$ cat src/rtl/bf3_pkg.sv
// Shared types, constants and a helper function of the 3x3 box filter.
package bf3_pkg;

  localparam int MAX_DIM_DEF = 1024;
  localparam int FS_W        = 11;
  localparam int CH_W        = 16;
  localparam int PIX_W       = 3 * CH_W;
  localparam int SUM_W       = 20;
  localparam int RCP_W       = 23;
  localparam int DIV_SHIFT   = 23;
  localparam int FIFO_DEPTH  = 4;
  localparam int PTR_W       = $clog2(FIFO_DEPTH);
  localparam int CNT_W       = $clog2(FIFO_DEPTH + 1);

  localparam logic [FS_W-1:0] FS_RESET = FS_W'(1024);

  typedef enum logic {
    CMD_PIXEL = 1'b0,
    CMD_FLUSH = 1'b1
  } cmd_e;

  typedef enum logic [1:0] {
    DIV2,
    DIV4,
    DIV6,
    DIV9
  } div_e;

  typedef struct packed {
    logic            cmd;
    logic [CH_W-1:0] in_red;
    logic [CH_W-1:0] in_green;
    logic [CH_W-1:0] in_blue;
  } in_item_t;

  typedef struct packed {
    logic [CH_W-1:0] out_red;
    logic [CH_W-1:0] out_green;
    logic [CH_W-1:0] out_blue;
    logic            frame_done;
  } out_item_t;

  // Neighborhood sums of one result before the division.
  typedef struct packed {
    logic [SUM_W-1:0] sum_r;
    logic [SUM_W-1:0] sum_g;
    logic [SUM_W-1:0] sum_b;
    div_e             div;
    logic             done;
  } res_t;

  // Position flags of the item held in the working register.
  typedef struct packed {
    logic is_pixel;
    logic r_ge1;
    logic r_ge2;
    logic c_ge1;
    logic c_ge2;
    logic c_last;
    logic fw_load;
    logic k_zero;
    logic k_last;
  } s1_ctl_t;

  // Reciprocals scaled by 2^DIV_SHIFT, rounded up; exact for sums below 2^20.
  function automatic logic [RCP_W-1:0] recip(input div_e d);
    logic [RCP_W-1:0] m;
    unique case (d)
      DIV2:    m = RCP_W'(4194304);
      DIV4:    m = RCP_W'(2097152);
      DIV6:    m = RCP_W'(1398102);
      DIV9:    m = RCP_W'(932068);
      default: m = RCP_W'(2097152);
    endcase
    return m;
  endfunction

endpackage

$ cat src/rtl/bf3_window.sv
// 3x3 pixel window, last-row flush window and neighborhood sums.
module bf3_window (
  input  logic                         clk_i,
  input  logic                         fire_i,
  input  bf3_pkg::s1_ctl_t             ctl_i,
  input  logic [bf3_pkg::PIX_W-1:0]    px_i,
  input  logic [2*bf3_pkg::PIX_W-1:0]  rd_i,
  output logic [2*bf3_pkg::PIX_W-1:0]  wdata_o,
  output bf3_pkg::res_t                res0_o,
  output bf3_pkg::res_t                res1_o,
  output logic [1:0]                   n_o
);
  import bf3_pkg::*;

  // Pixel window, indexed [column][row]; column 2 is the newest.
  logic [PIX_W-1:0]   wc_q [3][3];
  logic [PIX_W-1:0]   wc_d [3][3];
  // Flush window: each column holds {upper row, lower row} of the final pair.
  logic [2*PIX_W-1:0] fw_q [3];
  logic [2*PIX_W-1:0] fw_d [3];

  logic [SUM_W-1:0] pcs [3][3];
  logic [SUM_W-1:0] fcs [3][3];
  logic [SUM_W-1:0] psum1 [3];
  logic [SUM_W-1:0] psum2 [3];
  logic [SUM_W-1:0] fsum [3];
  div_e             pdiv1, pdiv2, fdiv;

  function automatic logic [SUM_W-1:0] chan(input logic [PIX_W-1:0] p, input int unsigned ch);
    return SUM_W'(p[(2 - ch) * CH_W +: CH_W]);
  endfunction

  always_comb begin
    for (int j = 0; j < 3; j++) begin
      wc_d[0][j] = wc_q[1][j];
      wc_d[1][j] = wc_q[2][j];
    end
    wc_d[2][0] = rd_i[2*PIX_W-1:PIX_W];
    wc_d[2][1] = rd_i[PIX_W-1:0];
    wc_d[2][2] = px_i;

    fw_d[0] = fw_q[1];
    fw_d[1] = fw_q[2];
    fw_d[2] = rd_i;
  end

  always_comb begin
    for (int j = 0; j < 3; j++) begin
      for (int ch = 0; ch < 3; ch++) begin
        pcs[j][ch] = (ctl_i.r_ge2 ? chan(wc_d[j][0], ch) : '0)
                     + chan(wc_d[j][1], ch) + chan(wc_d[j][2], ch);
        fcs[j][ch] = chan(fw_d[j][2*PIX_W-1:PIX_W], ch) + chan(fw_d[j][PIX_W-1:0], ch);
      end
    end
    for (int ch = 0; ch < 3; ch++) begin
      psum1[ch] = (ctl_i.c_ge2 ? pcs[0][ch] : '0) + pcs[1][ch] + pcs[2][ch];
      psum2[ch] = pcs[1][ch] + pcs[2][ch];
      fsum[ch]  = (ctl_i.k_zero ? '0 : fcs[0][ch]) + fcs[1][ch]
                  + (ctl_i.k_last ? '0 : fcs[2][ch]);
    end
  end

  always_comb begin
    if (ctl_i.r_ge2 && ctl_i.c_ge2) begin
      pdiv1 = DIV9;
    end else if (ctl_i.r_ge2 || ctl_i.c_ge2) begin
      pdiv1 = DIV6;
    end else begin
      pdiv1 = DIV4;
    end
    pdiv2 = ctl_i.r_ge2 ? DIV6 : DIV4;
    if (ctl_i.k_zero && ctl_i.k_last) begin
      fdiv = DIV2;
    end else if (ctl_i.k_zero || ctl_i.k_last) begin
      fdiv = DIV4;
    end else begin
      fdiv = DIV6;
    end
  end

  always_comb begin
    res0_o.sum_r = ctl_i.is_pixel ? psum1[0] : fsum[0];
    res0_o.sum_g = ctl_i.is_pixel ? psum1[1] : fsum[1];
    res0_o.sum_b = ctl_i.is_pixel ? psum1[2] : fsum[2];
    res0_o.div   = ctl_i.is_pixel ? pdiv1 : fdiv;
    res0_o.done  = !ctl_i.is_pixel && ctl_i.k_last;

    res1_o.sum_r = psum2[0];
    res1_o.sum_g = psum2[1];
    res1_o.sum_b = psum2[2];
    res1_o.div   = pdiv2;
    res1_o.done  = 1'b0;

    if (!ctl_i.is_pixel) begin
      n_o = 2'd1;
    end else if (ctl_i.r_ge1 && ctl_i.c_ge1) begin
      n_o = ctl_i.c_last ? 2'd2 : 2'd1;
    end else begin
      n_o = 2'd0;
    end
  end

  // The line stores shift down: upper takes the old middle, middle takes the new pixel.
  assign wdata_o = {rd_i[PIX_W-1:0], px_i};

  always_ff @(posedge clk_i) begin
    if (fire_i && ctl_i.is_pixel) begin
      wc_q <= wc_d;
      if (ctl_i.fw_load) begin
        fw_q[2] <= {rd_i[PIX_W-1:0], px_i};
      end
    end else if (fire_i) begin
      fw_q <= fw_d;
    end
  end

endmodule

$ cat config.mk
export PLATFORM = sky130hd
export DESIGN_NAME = bf3_window
export DESIGN_NICKNAME = d
export VERILOG_FILES = /design/src/rtl/bf3_pkg.sv /design/src/rtl/bf3_window.sv
export SDC_FILE = /design/constraint.sdc
export NUM_CORES = 2
export LEC_CHECK = 0
export BUFFER_PORTS_ARGS = -buffer_cell sky130_fd_sc_hd__buf_2
export CORE_UTILIZATION = 30
export CTS_BUF_LIST = sky130_fd_sc_hd__clkbuf_8
export CTS_CLUSTER_SIZE = 40
export DETAILED_ROUTE_END_ITERATION = 8
export MAX_ROUTING_LAYER = met4
export PLACE_DENSITY = 0.45
export SYNTH_ARGS = -nofsm -noshare
export SYNTH_HDL_FRONTEND = slang
export SYNTH_SLANG_ARGS = --single-unit
export TNS_END_PERCENT = 20
$ cat constraint.sdc
create_clock -name clk_i -period 30 [get_ports clk_i]
set_input_delay 4.5 -clock clk_i [delete_from_list [all_inputs] [get_ports clk_i]]
set_output_delay 4.5 -clock clk_i [all_outputs]
set_load 0.005 [all_outputs]
# Yosys cells after proc, flatten, opt, wreduce, memory -nomap -nowiden
# Index checks and enable logic that the tools add are counted.
# classes
addsub,42
n_eq_ne,1
n_mux,33
n_bitwise,1
n_reduce_logical,11
# ops
cell,n
adder 16 x 16 -> 17 bit,18
2-to-1 mux 96 bit,3
adder 17 x 16 -> 18 bit,9
2-to-1 mux 16 bit,9
adder 18 x 18 -> 19 bit,6
2-to-1 mux 17 bit,6
adder 19 x 18 -> 20 bit,3
2-to-1 mux 20 bit,3
adder 18 x 17 -> 19 bit,3
adder 17 x 17 -> 18 bit,3
2-to-1 mux 18 bit,3
2-to-1 mux 2 bit,9
logical AND 1 bit,5
AND reduction 2 bit,2
logical OR 1 bit,2
"!= test 2 bit, second input constant",1
nonzero test 2 bit,1
zero test 1 bit,1
NOT 1 bit,1
# word_totals
regBits,480
inputBits,155
output_inout_bits,224
elab_cells,96

# Longest topological paths before layout
# depth
depth_word,7
depth_mapped,27
mapped_depth_nobuf,24

# Least setup slack after synthesis
# OpenSTA, ideal clock, no wires.
# synth_timing
path_kind,input to output
start,input ctl_i[6] (netlist bit)
end,output res0_o[62] (netlist bit)
t_arrival_ps,9732
setup_slack_ps,15768
path_stages,24
n_path_buf,3
path_cell_list,clkbuf_1 > clkbuf_1 > clkbuf_1 > nand2_1 > fa_1 > inv_1 > ha_1 > inv_1 > fa_1 > nor2b_1 > o21ai_0 > a21boi_0 > o41ai_1 > o21ba_2 > xnor2_1 > fa_1 > ha_1 > a21o_1 > a21o_1 > a221oi_1 > o21ai_1 > nor4_1 > nor3b_1 > o211a_1
# synth_lines
item,line_no,source
"start, declared",bf3_window.sv:5,"input bf3_pkg::s1_ctl_t ctl_i,"
"end, declared",bf3_window.sv:9,"output bf3_pkg::res_t res0_o,"

==> metrics.md <==
| Metric | Value |
|---|---|
| Status | completed |
| Crit path launch type | input pin |
| Commonest cells after routing, fill and taps aside | 480 x edfxtp_1, 398 x ha_1, 377 x inv_1, 372 x buf_2, 318 x fa_1 |
| Clock Skews | 0.0354 ns |
| Post-Layout Inst Area | 47,500 sq um |
| RSZ-0062 raised after global routing | no |
| Slew @ Worst Pin | 1.13 ns |
| Synthesized netlist cell count | between 3k and 4k |
| Die W | 378 um |
| Port bufs | 374 |
| CP max FO | 74 |
| CTS HTree Levels | 3 |
| Initial antenna violation count | 4 |
| Period utilization | 52.4% |
| TritonCTS Buffers | 94 |
| Cts repair resizes | 0 |
| DP Area | approximately 46,000 sq um |
| Vias in the first global route | about 30k |
| TNS Setup | 0 ns |
| Post-Syn Area | 42,300 sq um |
| Gp weighted congestion | 0.849 |
| Vias | 30.4k |
| Initial Utilization | between 30% and 40% |
| Hold Crit Class | flop to flop |
| Num ports | ~380 |
| Internal power | 2.32 mW |
| Power per cell area | 91.8 nW/um^2 |
| WS Path Type | input pin to output pin |
| Post-CTS Hold Buffers | 0 |
| TritonRoute pass-1 iters | 5 |
| Rows | roughly 140 |
| WL final | 123,000 um |
| Final-report max-slew violation count | 0 |
| Die area | 143,000 sq um |
| Predominant post-synthesis flop cell | edfxtp_1 |
| Share of layout cells above drive strength 1 | 15.1% |
| Total Power | 4.36 mW |
| Clock slew at reported path FFs | 0.06 ns |
| Logic pwr share | 66.5% |
| Commonest non-fill, non-tap cell in the layout | edfxtp_1 |
| Clock Tree Buf Depth | 3 |
| Die height | between 300 and 400 um |
| Layout area overhead | 12.2% |
| Max Cap Violations | 0 |
| Sw Ratio | 46.8% |
| Ys Warns | 0 |
| Post-synth EDFFs | 480 |
| Final setup fails | 0 |
| DRC | 0 |
| Arr. time, crit path | 11.23 ns |
| Global-route wire length before repair | between 150,000 and 200,000 um |
| Worst-skew pair later-pin latency | approximately 0.80 ns |
| Routed wire length per instance | ~20 um |
| Total Routing Usage GR | between 10% and 20% |
| Antenna-violating nets left | 0 |
| P_sw | 2.04 mW |
| Leak pwr | 20.0 nW |
| Final nets | between 5k and 6k |
| Setup bufs post-CTS | 0 |
| WP data required | ~26 ns |
| Root Driver | clkbuf_8 |
| Fin crit period | between 15 and 20 ns |
| Seq cells post-synth | 480 |
| Slew margin rel. | 24.9% |
| Fmax | 0.0636 GHz |
| Sequential share of power | 18.6% |
| CTS tree | done |
| Post-synth ARST share | 0% |
| Clk network pwr share | between 10% and 20% |
| Core area | 140,000 sq um |
| VDD IR max | 0.0653 mV |
| Critical Path Sink Type | output pin |
| Post-synthesis sequential area ratio | between 30 and 40% |
| Cell variety after synth | slightly above 90 |
| Grt ovf | 0 |
| Avg Inst Size Synth | 10.6 sq um |
| Routed vias/inst | 4.84 |
| Post-DP HPWL | 97,500 um |
| Fin. Hold Viols | 0 |
| Detailed Route Iter0 Violations | 1,789 |
| Largest net degree at the start of global routing | 86 |
| Clock Sink Count | 480 |
## cell type report
cell class,count,area (sq um)
multi-input cells,2996,25600
well taps,1876,2350
fillers,14229,92200
clock buffers,94,1290
inverters,357,1350
repair buffers,394,2030
flip-flops and latches,480,14400
clock inverters,76,469
diodes,4,10.0
## power groups by stage
stage	clock, mW	sequential [mW]	combinational, mW
after floorplan	0	0.824	1.93
after global placement	0	0.823	2.90
after detailed placement	0	0.824	2.91
after CTS	0.679	0.810	2.93
after global routing	0.703	0.815	3.23
final	0.650	0.810	2.90
## final timing paths
kind / startpoint / cells after the start / slack (ns) / to
min: wc_d[264] / 0 / 0.42 / wc_d[408]
max: ctl_i[6] / 21 / 14.27 / res0_o[60]
max reg2reg: fw_d[97] / 0 / 29.27 / fw_d[193]
min reg2reg: wc_d[264] / 0 / 0.42 / wc_d[408]
## cell usage after synthesis, drive strengths merged, types with 19 or more instances
cell type / number / area, sq um
a211o: 19 / 166
o21ai: 204 / 1020
o21bai: 36 / 270
inv: 355 / 1330
a211oi: 64 / 490
o211ai: 29 / 223
and2: 137 / 857
nor2b: 45 / 289
mux2: 83 / 935
nor3: 115 / 576
a21o: 72 / 541
nand3: 80 / 400
ha: 398 / 4980
nand2: 268 / 1010
fa: 318 / 6370
clkbuf: 58 / 218
a31oi: 30 / 188
o21a: 49 / 368
xor2: 89 / 780
a21oi: 202 / 1030
and3: 28 / 175
nand2b: 26 / 178
edfxtp: 480 / 14400
nor2: 272 / 1020
xnor2: 189 / 1660
buf: 108 / 796
or3: 40 / 257
## kinds of logic (layout without fill, tap and decap cells)
logic type / Yosys count / in the layout / share of synthesized area [%]
DFF: 480 / 480 / 34.0
and+or+nand+nor: 1065 / 1065 / 12.1
AOI/OAI and AO/OA: 842 / 842 / 13.3
xor gates and xnor gates: 278 / 278 / 5.75
adders and majority gates: 716 / 716 / 26.8
other: 1 / 8 / 0.00886
buffers and inverters: 523 / 921 / 5.56
muxes: 91 / 91 / 2.40
## metrics by stage
step,std cells,utilization (%),setup WS [ns],hold WS (ns)
after floorplan,3999,-,15.77,0.418
after global placement,6103,32.7,14.15,0.421
after detailed placement,6103,32.7,14.10,0.425
after CTS,6273,34.0,14.11,0.432
after global routing,6276,34.0,13.67,0.435
final,6277,34.0,14.27,0.423
## per-layer routing
layer / track usage, % / share of wire (%)
met4: 4.12 / 2.1
met5: - / 0
met1: 24.0 / 48
met2: 28.0 / 46
met3: 2.31 / 3.5
## state kept, by name, summed over array words and instances (netlist names)
| register | flops |
|---|---|
| wc_d | 288 |
| fw_d | 192 |
## worst max-delay path: stages
cell      delay, ns
buf_4          0.64
buf_4          0.62
and2_1         0.24
fa_1           0.43
ha_1           0.34
nor2b_1        0.15
o21ai_0        0.26
a21boi_0       0.21
o41ai_1        0.75
o21ba_2        0.23
xnor2_1        0.18
fa_1           0.47
ha_1           0.38
a21o_1         0.20
a21o_1         0.19
a221oi_1       0.43
o21ai_1        0.16
nor4_1         0.36
nor3_1         0.12
a221oi_2       0.19
buf_2          0.15
(Power assumes the default switching activity.)
