--- config.mk ---
export PLATFORM = sky130hd
export DESIGN_NAME = bf3_out_flat
export DESIGN_NICKNAME = d
export VERILOG_FILES = /design/src/rtl/bf3_pkg.sv /design/src/rtl/bf3_if.sv /design/src/rtl/bf3_out.sv /design/src/flat_wrapper.sv
export SDC_FILE = /design/constraint.sdc
export NUM_CORES = 2
export LEC_CHECK = 0
export ABC_AREA = 1
export BUFFER_PORTS_ARGS = -buffer_cell sky130_fd_sc_hd__buf_2
export CELL_PAD_IN_SITES_DETAIL_PLACEMENT = 0
export CELL_PAD_IN_SITES_GLOBAL_PLACEMENT = 1
export CORE_MARGIN = 4
export CORE_UTILIZATION = 35
export CTS_BUF_LIST = sky130_fd_sc_hd__clkbuf_4
export CTS_CLUSTER_DIAMETER = 60
export CTS_CLUSTER_SIZE = 25
export DETAILED_ROUTE_END_ITERATION = 7
export PLACE_DENSITY = 0.62
export SKIP_LAST_GASP = 1
export SLEW_MARGIN = 30
export SYNTH_ARGS = -nofsm -noshare
export SYNTH_HDL_FRONTEND = slang
export SYNTH_SLANG_ARGS = --single-unit
--- constraint.sdc ---
create_clock -name clk_i -period 6.45 [get_ports clk_i]
set_input_delay 0.645 -clock clk_i [delete_from_list [all_inputs] [get_ports clk_i]]
set_output_delay 0.645 -clock clk_i [all_outputs]
set_load 0.005 [all_outputs]
--- src/rtl/bf3_pkg.sv ---
// Shared types, constants and a helper function of the 3x3 box filter.
package bf3_pkg;

  localparam int MAX_DIM_DEF = 1024;
  localparam int FS_W        = 11;
  localparam int CH_W        = 16;
  localparam int PIX_W       = 3 * CH_W;
  localparam int SUM_W       = 20;
  localparam int RCP_W       = 23;
  localparam int DIV_SHIFT   = 23;
  localparam int FIFO_DEPTH  = 4;
  localparam int PTR_W       = $clog2(FIFO_DEPTH);
  localparam int CNT_W       = $clog2(FIFO_DEPTH + 1);

  localparam logic [FS_W-1:0] FS_RESET = FS_W'(1024);

  typedef enum logic {
    CMD_PIXEL = 1'b0,
    CMD_FLUSH = 1'b1
  } cmd_e;

  typedef enum logic [1:0] {
    DIV2,
    DIV4,
    DIV6,
    DIV9
  } div_e;

  typedef struct packed {
    logic            cmd;
    logic [CH_W-1:0] in_red;
    logic [CH_W-1:0] in_green;
    logic [CH_W-1:0] in_blue;
  } in_item_t;

  typedef struct packed {
    logic [CH_W-1:0] out_red;
    logic [CH_W-1:0] out_green;
    logic [CH_W-1:0] out_blue;
    logic            frame_done;
  } out_item_t;

  // Neighborhood sums of one result before the division.
  typedef struct packed {
    logic [SUM_W-1:0] sum_r;
    logic [SUM_W-1:0] sum_g;
    logic [SUM_W-1:0] sum_b;
    div_e             div;
    logic             done;
  } res_t;

  // Position flags of the item held in the working register.
  typedef struct packed {
    logic is_pixel;
    logic r_ge1;
    logic r_ge2;
    logic c_ge1;
    logic c_ge2;
    logic c_last;
    logic fw_load;
    logic k_zero;
    logic k_last;
  } s1_ctl_t;

  // Reciprocals scaled by 2^DIV_SHIFT, rounded up; exact for sums below 2^20.
  function automatic logic [RCP_W-1:0] recip(input div_e d);
    logic [RCP_W-1:0] m;
    unique case (d)
      DIV2:    m = RCP_W'(4194304);
      DIV4:    m = RCP_W'(2097152);
      DIV6:    m = RCP_W'(1398102);
      DIV9:    m = RCP_W'(932068);
      default: m = RCP_W'(2097152);
    endcase
    return m;
  endfunction

endpackage

--- src/rtl/bf3_if.sv ---


interface bf3_out_if;
  import bf3_pkg::*;

  logic      valid;
  logic      ready;
  out_item_t data;

  modport source (output valid, output data, input ready);
  modport sink (input valid, input data, output ready);
endinterface

--- src/rtl/bf3_out.sv ---
// Result queue, division by the neighborhood size and output register.
module bf3_out (
  input  logic                       clk_i,
  input  logic                       rst_ni,
  input  logic [1:0]                 push_n_i,
  input  bf3_pkg::res_t              res0_i,
  input  bf3_pkg::res_t              res1_i,
  output logic [bf3_pkg::CNT_W-1:0]  room_o,
  bf3_out_if.source                  out_ch
);
  import bf3_pkg::*;

  localparam int PROD_W = SUM_W + RCP_W;

  res_t             fifo_q [FIFO_DEPTH];
  logic [PTR_W-1:0] wp_q, wp_d, rp_q, rp_d;
  logic [CNT_W-1:0] cnt_q, cnt_d;
  logic             out_v_q, out_v_d;
  out_item_t        out_data_q;
  out_item_t        out_data_d;

  res_t              head;
  logic [RCP_W-1:0]  m;
  logic [PROD_W-1:0] prod_r, prod_g, prod_b;
  logic              pop;

  assign pop  = (cnt_q != '0) && (!out_v_q || out_ch.ready);
  assign head = fifo_q[rp_q];
  assign m    = recip(head.div);

  always_comb begin
    prod_r = PROD_W'(head.sum_r) * PROD_W'(m);
    prod_g = PROD_W'(head.sum_g) * PROD_W'(m);
    prod_b = PROD_W'(head.sum_b) * PROD_W'(m);

    out_data_d.out_red    = prod_r[DIV_SHIFT +: CH_W];
    out_data_d.out_green  = prod_g[DIV_SHIFT +: CH_W];
    out_data_d.out_blue   = prod_b[DIV_SHIFT +: CH_W];
    out_data_d.frame_done = head.done;

    wp_d    = wp_q + PTR_W'(push_n_i);
    rp_d    = pop ? rp_q + PTR_W'(1) : rp_q;
    cnt_d   = cnt_q + CNT_W'(push_n_i) - CNT_W'(pop);
    out_v_d = pop ? 1'b1 : (out_ch.ready ? 1'b0 : out_v_q);
  end

  always_ff @(posedge clk_i or negedge rst_ni) begin
    if (!rst_ni) begin
      wp_q    <= '0;
      rp_q    <= '0;
      cnt_q   <= '0;
      out_v_q <= 1'b0;
    end else begin
      wp_q    <= wp_d;
      rp_q    <= rp_d;
      cnt_q   <= cnt_d;
      out_v_q <= out_v_d;
    end
  end

  always_ff @(posedge clk_i) begin
    if (push_n_i != 2'd0) begin
      fifo_q[wp_q] <= res0_i;
    end
    if (push_n_i == 2'd2) begin
      fifo_q[wp_q + PTR_W'(1)] <= res1_i;
    end
    if (pop) begin
      out_data_q <= out_data_d;
    end
  end

  assign room_o       = CNT_W'(FIFO_DEPTH) - cnt_q;
  assign out_ch.valid = out_v_q;
  assign out_ch.data  = out_data_q;

endmodule

--- src/flat_wrapper.sv ---
// flat-port wrapper written by rule: the top's interface ports become plain ports
module bf3_out_flat import bf3_pkg::*;
  (clk_i, rst_ni, push_n_i, res0_i, res1_i, room_o, out_ch_valid, out_ch_data, out_ch_ready);
  bf3_out_if out_ch_i ();
  input  logic clk_i;
  input  logic rst_ni;
  input  logic [1:0] push_n_i;
  input  bf3_pkg::res_t res0_i;
  input  bf3_pkg::res_t res1_i;
  output logic [bf3_pkg::CNT_W-1:0] room_o;
  output wire logic [$bits(out_ch_i.valid)-1:0] out_ch_valid;
  output wire logic [$bits(out_ch_i.data)-1:0] out_ch_data;
  input wire logic [$bits(out_ch_i.ready)-1:0] out_ch_ready;
  assign out_ch_valid = out_ch_i.valid;
  assign out_ch_data = out_ch_i.data;
  assign out_ch_i.ready = out_ch_ready;
  bf3_out u_core (.clk_i(clk_i), .rst_ni(rst_ni), .push_n_i(push_n_i), .res0_i(res0_i), .res1_i(res1_i), .room_o(room_o), .out_ch(out_ch_i));
endmodule
* Word level (Yosys, flattened, before mapping)
Memories as Yosys holds them, arrays and structs flattened.
Cells that the tools add are included.
Widths: inputs -> output; s select.
** Operators by class
- $add $sub $neg :: 6
- $mul :: 3
- Equal/unequal tests :: 4
- Multiplexer cells :: 7
- Reductions and logical operators :: 7
** Operators with widths (number)
- $mul 20x23->39 :: 3
- $pmux 23 s4 :: 1
- $eq 2x2->1 const B :: 3
- $mux 1 :: 6
- $add 2x1->2 const B :: 2
- $reduce_bool 2->1 :: 2
- $add 3x2->3 :: 1
- $reduce_bool 3->1 :: 1
- $sub 3x1->3 :: 1
- $sub 3x3->3 const A :: 1
- $add 2x2->2 :: 1
- $eq 2x1->1 const B :: 1
- $logic_not 2->1 :: 1
- $logic_and 1x1->1 :: 1
- $logic_not 1->1 :: 1
- $logic_or 1x1->1 :: 1
** Storage, ports and cells
- Flip-flop bits (word level) :: 57
- RAM bits :: 252
- Input bits :: 131
- Output and inout port bits :: 53
- Word-level logic and storage cells :: 36
- Memories :: 1
** Memories
- u_core.fifo_q :: depth 4, width 63, read ports 1, clocked after memory_dff 0, wr ports 2, line bf3_out.sv:15 : res_t fifo_q [FIFO_DEPTH];

* Longest topological paths before layout
- Depth after elaboration :: 4
- Depth in mapped cells :: 41
- Mapped depth without buffers :: 41

* Least setup slack after synthesis
OpenSTA, ideal clock, no wires.
- Path kind :: flip-flop to flip-flop
- Start :: register u_core.rp_q[0]
- End :: register u_core.out_data_q, in the netlist u_core.out_ch.data[41], data pin
- Library setup time :: 0.252 ns
- Arrival time :: 6.765 ns
- Required time :: 6.198 ns
- Path slack :: -0.568 ns
- Stages on the path, launching flop included :: 36
- Path buffers :: 4
- Clock period less this slack :: 7.018 ns
- Path through :: dfrtp_1 > inv_2 > buf_6 > buf_6 > buf_2 > clkbuf_1 > nand2_1 > a32o_1 > nor2_1 > inv_1 > fa_1 > inv_1 > fa_1 > inv_1 > fa_1 > inv_1 > fa_1 > fa_1 > fa_1 > inv_1 > fa_1 > inv_1 > ha_1 > nand2_1 > a21oi_1 > nor2_1 > a21oi_1 > or2_2 > a21oi_1 > nand2_1 > nand2_1 > nand2_1 > nand2_1 > nand2_1 > nand2_1 > nand2_1
** On the way
- Cells in the longest elaborated chain, start to end :: 4
- Elaborated cells between the ends (all ways) :: 7
- Those cells by class :: mul (1); eq/ne (3); mux (1); reduce/logical (1); memory (1)
** RTL lines
- start, declared :: line bf3_out.sv:16 : logic [PTR_W-1:0] wp_q, wp_d, rp_q, rp_d;
- start signal, assigned :: line bf3_out.sv:55 : rp_q <= rp_d;
- $mem_v2 4x63 (*)
- $eq 2x2->1, or another cell as far along :: line bf3_pkg.sv:68 : unique case (d)
- $pmux 23 s4 :: line bf3_pkg.sv:68
- $mul 20x23->39 (*) :: line bf3_out.sv:32 : prod_r = PROD_W'(head.sum_r) * PROD_W'(m);
- named net u_core.prod_r[31] :: line bf3_out.sv:24 : logic [PROD_W-1:0] prod_r, prod_g, prod_b;
- end signal, assigned :: line bf3_out.sv:69 : out_data_q <= out_data_d;
- end, declared :: line bf3_out.sv:19 : out_item_t out_data_q;
Mark *: on every way through the listed nets, which the timed path passes. The rest lies on a longest branch. The select of a mux whose other input is x is not followed.
A chain may end at the register's enable or synchronous reset.

* Worst setup path after layout
- Start :: register u_core.rp_q[0]
- End :: register u_core.out_data_q, in the netlist u_core.out_ch.data[22], data pin
** On the way
- Cells in the longest elaborated chain, start to end :: 4
- Elaborated cells between the ends (all ways) :: 7
- Those cells by class :: mul (1); eq/ne (3); mux (1); reduce/logical (1); memory (1)
** RTL lines
- $mem_v2 4x63 (*)
- $eq 2x2->1, or another cell as far along :: line bf3_pkg.sv:68
- $pmux 23 s4 :: line bf3_pkg.sv:68
- $mul 20x23->39 (*) :: line bf3_out.sv:33 : prod_g = PROD_W'(head.sum_g) * PROD_W'(m);
- named net u_core.prod_g[28] :: line bf3_out.sv:24
Marks and branches as above.

==> qor.yml <==
run:
  cap_violations: 0
timing:
  grt_setup_unrepaired: "true"
  final.min_clock_period_ps: 7149
  finalSetupViolations: 48
  hold_viol_final: 0
  tightest_slew_ps: 868.5
  timing.final.crit_share_pct: 110.8
  finalClockSkew_ps: 149.4
  max_slew_margin_pct: 42.10
  max_freq_mhz: 139.9
  slew_viol_final: 0
  holdWs_ps: 99.46
  timing.final.ws_setup_ps: -698.9
logic_synthesis:
  async_flop_share_pct: 2.589
  synth_top_family_by_area: "adder cells"
  yosys_warnings: 0
  synth_fa_ha_area_share_pct: 43.28
  synth_xor_area_share_pct: 1.989
  synth_compound_area_share_pct: 8.584
  yosysTopAreaCellShare_pct: 28.77
  synth-simple-area-share_pct: 12.67
  seq_area_frac_synth_pct: 21.01
  synth.avg_cell_area_um2: 8.786
  ys_types: 57
  yosysTopAreaCell: "fa_1"
  synthMuxAreaShare_pct: 0
  synth-edff-count: 301
  syn_area_um2: 43970
  synth.area.top_cells: "fa_1, edfxtp_1, ha_1, inv_1, nand2_1"
  synth_nets: 6278
  synth.ff_latch_count: 309
  ys.flop_type: "edfxtp_1"
  postSynthCellCount: 5005
worst_hold_path:
  hold_path_class: "in -> reg"
routing:
  wl_per_cell_um: 18.96
  routed_wl_um: 147000
  drtPass1Iterations: 7
  num_vias: 36230
  drc_errors: 0
  postRouteAntennaNets: 0
  drt_iter0_markers: 2038
  via_per_inst: 4.672
setup_path:
  arrival_ps: 7810
  worstSetupPathType: "reg -> reg"
  worst-path-max-fanout: 7
  cp_slowest_cell: "dfrtp_4"
  cp_data_required_time_ps: 7110
  cpPeakStageDelay_ps: 560
  endpoint_kind: "flip-flop"
  crit_path_start_kind: "flip-flop"
place:
  dp_hpwl_um: 122500
  gp_congestion: 0.9220
  place_inst: 7512
  port_buffers: 183
  place_ws_ps: -813.6
cells_and_area:
  fill_cells: 12280
  fin_nets: 7357
  layout.cells.non_filler: 7755
  area_growth_pct: 30.55
  drive_above_1_share_pct: 27.00
clock_tree:
  cts_tree: "done"
  clkTransAtPathRegs_ps: 170
  cts_buffers: 36
  clock-sinks: 309
  clockRootBuffer: "clkbuf_4"
  cts.htree.levels: 2
  cts_max_path_buffers: 3
  insertion_delay_ps: 950
floorplan:
  io_pins: 184
  die_area_um2: 131400
  rows: 129
  start_util_pct: 35.38
  die_x_um: 362.5
  die_y_um: 362.5
  core_area_um2: 124300
global_route:
  grt-ovfl-total: 0
  antenna_found_initial: 13
  grt_start_max_net_pins: 107
  first_global_vias: 38440
  grt_first_pass_wirelength_um: 225700
  grt_usage_pct: 22.42
status:
  status: "complete, but fails checks"
  violations: "negative setup slack"
flip-flops by register name, indices dropped and copies added (netlist names):
register / count
u_core.out_ch.valid: 1
u_core.fifo_q: 252
u_core.out_ch.data: 49
u_core.cnt_q: 3
u_core.rp_q: 2
u_core.wp_q: 2
worst paths after layout:
check / startpoint / to / slack [ps] / depth (start not counted)
min reg2reg: u_core.out_ch.valid / u_core.out_ch.valid / 580 / 2
max in group asynchronous: rst_ni / u_core.rp_q[0] / 5330 / 3
max: u_core.rp_q[0] / u_core.out_ch.data[22] / -700 / 31
max reg2reg: u_core.rp_q[0] / u_core.out_ch.data[22] / -700 / 31
min: res1_i[0] / u_core.fifo_q[3][0] / 100 / 3
min in group asynchronous: rst_ni / u_core.rp_q[1] / 740 / 3
through the flow:
step	setup TNS [ps]	cell area, µm²	util [%]
floorplan	-3770	44500	-
global placement	-28390	53110	42.73
detailed placement	-30050	53140	42.76
CTS	-26630	55780	44.88
global route	-40680	57410	46.19
finish	-26370	57410	46.19
critical path, delay by kind of cell (launching register included):
| kind | cells | cell delay (ps) |
|---|---|---|
| XOR/XNOR | 1 | 150 |
| AO/OA/AOI/OAI | 4 | 600 |
| buffers and inverters | 11 | 1230 |
| flip-flops | 1 | 560 |
| adder cells (fa/ha/maj) | 8 | 3670 |
| AND/OR/NAND/NOR | 7 | 640 |
cells by family after synthesis:
kind of cell,after synthesis
flip-flops,309
adder cells (fa/ha/maj),1142
XOR/XNOR,99
AO/OA/AOI/OAI,653
buffers and inverters,1430
AND/OR/NAND/NOR,1372
per-layer routing:
| layer | GRT usage, % | part of all wire (%) | vias up | routed length (µm) |
|---|---|---|---|---|
| met1 | 32.01 | 47 | 17760 | 69780 |
| met2 | 37.29 | 46 | 732 | 67950 |
| met3 | 2.331 | 4.5 | 118 | 6658 |
| li1 | - | - | 17620 | - |
| met4 | 4.191 | 1.8 | 4 | 2616 |
| met5 | 0 | 0.018 | - | 27 |
synthesized netlist by cell type (all sizes together) (3+ instances only):
cell and instances:
a22oi 5, nor4 11, a31oi 30, xnor2 43, inv 1309, nor2 431
a32oi 16, edfxtp 301, clkbuf 68, o21a 5, nand2 775, a21o 30
nand3 60, nand4 11, nor3 14, buf 52, o31ai 3, ha 510
a211oi 3, fa 632, a21oi 160, a21boi 3, or2 69, o21ai 338
o21bai 16, a32o 30, xor2 56, dfrtp 8
placed cells by master (no fill, tap or decap), types with 37 or more instances in the layout:
cell              n
buf_2           183
edfxtp_1        301
xnor2_1          38
a21oi_2          37
dlygate4sd3_1   113
nor2_1          309
nand2_2          46
nand2_1         715
inv_1          1262
nor2_4           43
inv_2            41
a21oi_1         117
nor2_2           78
ha_4             53
buf_4           811
ha_1            455
fa_2             45
xor2_1           52
nand3_1          50
o21ai_0         303
or2_2            67
fa_1            587
repair_timing:
action                                  in CTS  in global routing
hold endpoints to repair                   242                  0
gates resized for setup                    164                303
endpoints found under the setup margin      48                 48
hold buffers                               113                  0
gates cloned                                 2                  5
pin swaps                                   62                 77
setup buffers                               21                 31
final cells by class:
cell class | instances | area (µm²) | share of cell area, %
sequential | 309 | 9243 | 16.10
timing repair buffer | 1161 | 9050 | 15.76
tap | 1637 | 2048 | 3.568
inverter | 1310 | 4950 | 8.622
clock buffer | 36 | 270.3 | 0.4708
clock inverter | 30 | 347.8 | 0.6059
antenna | 6 | 15.01 | 0.02615
multi-input combinational | 3266 | 31480 | 54.84
Power is left out: the tool's default activity adds up to more than one toggle a clock period on the data nets, which glitch-free logic cannot reach.
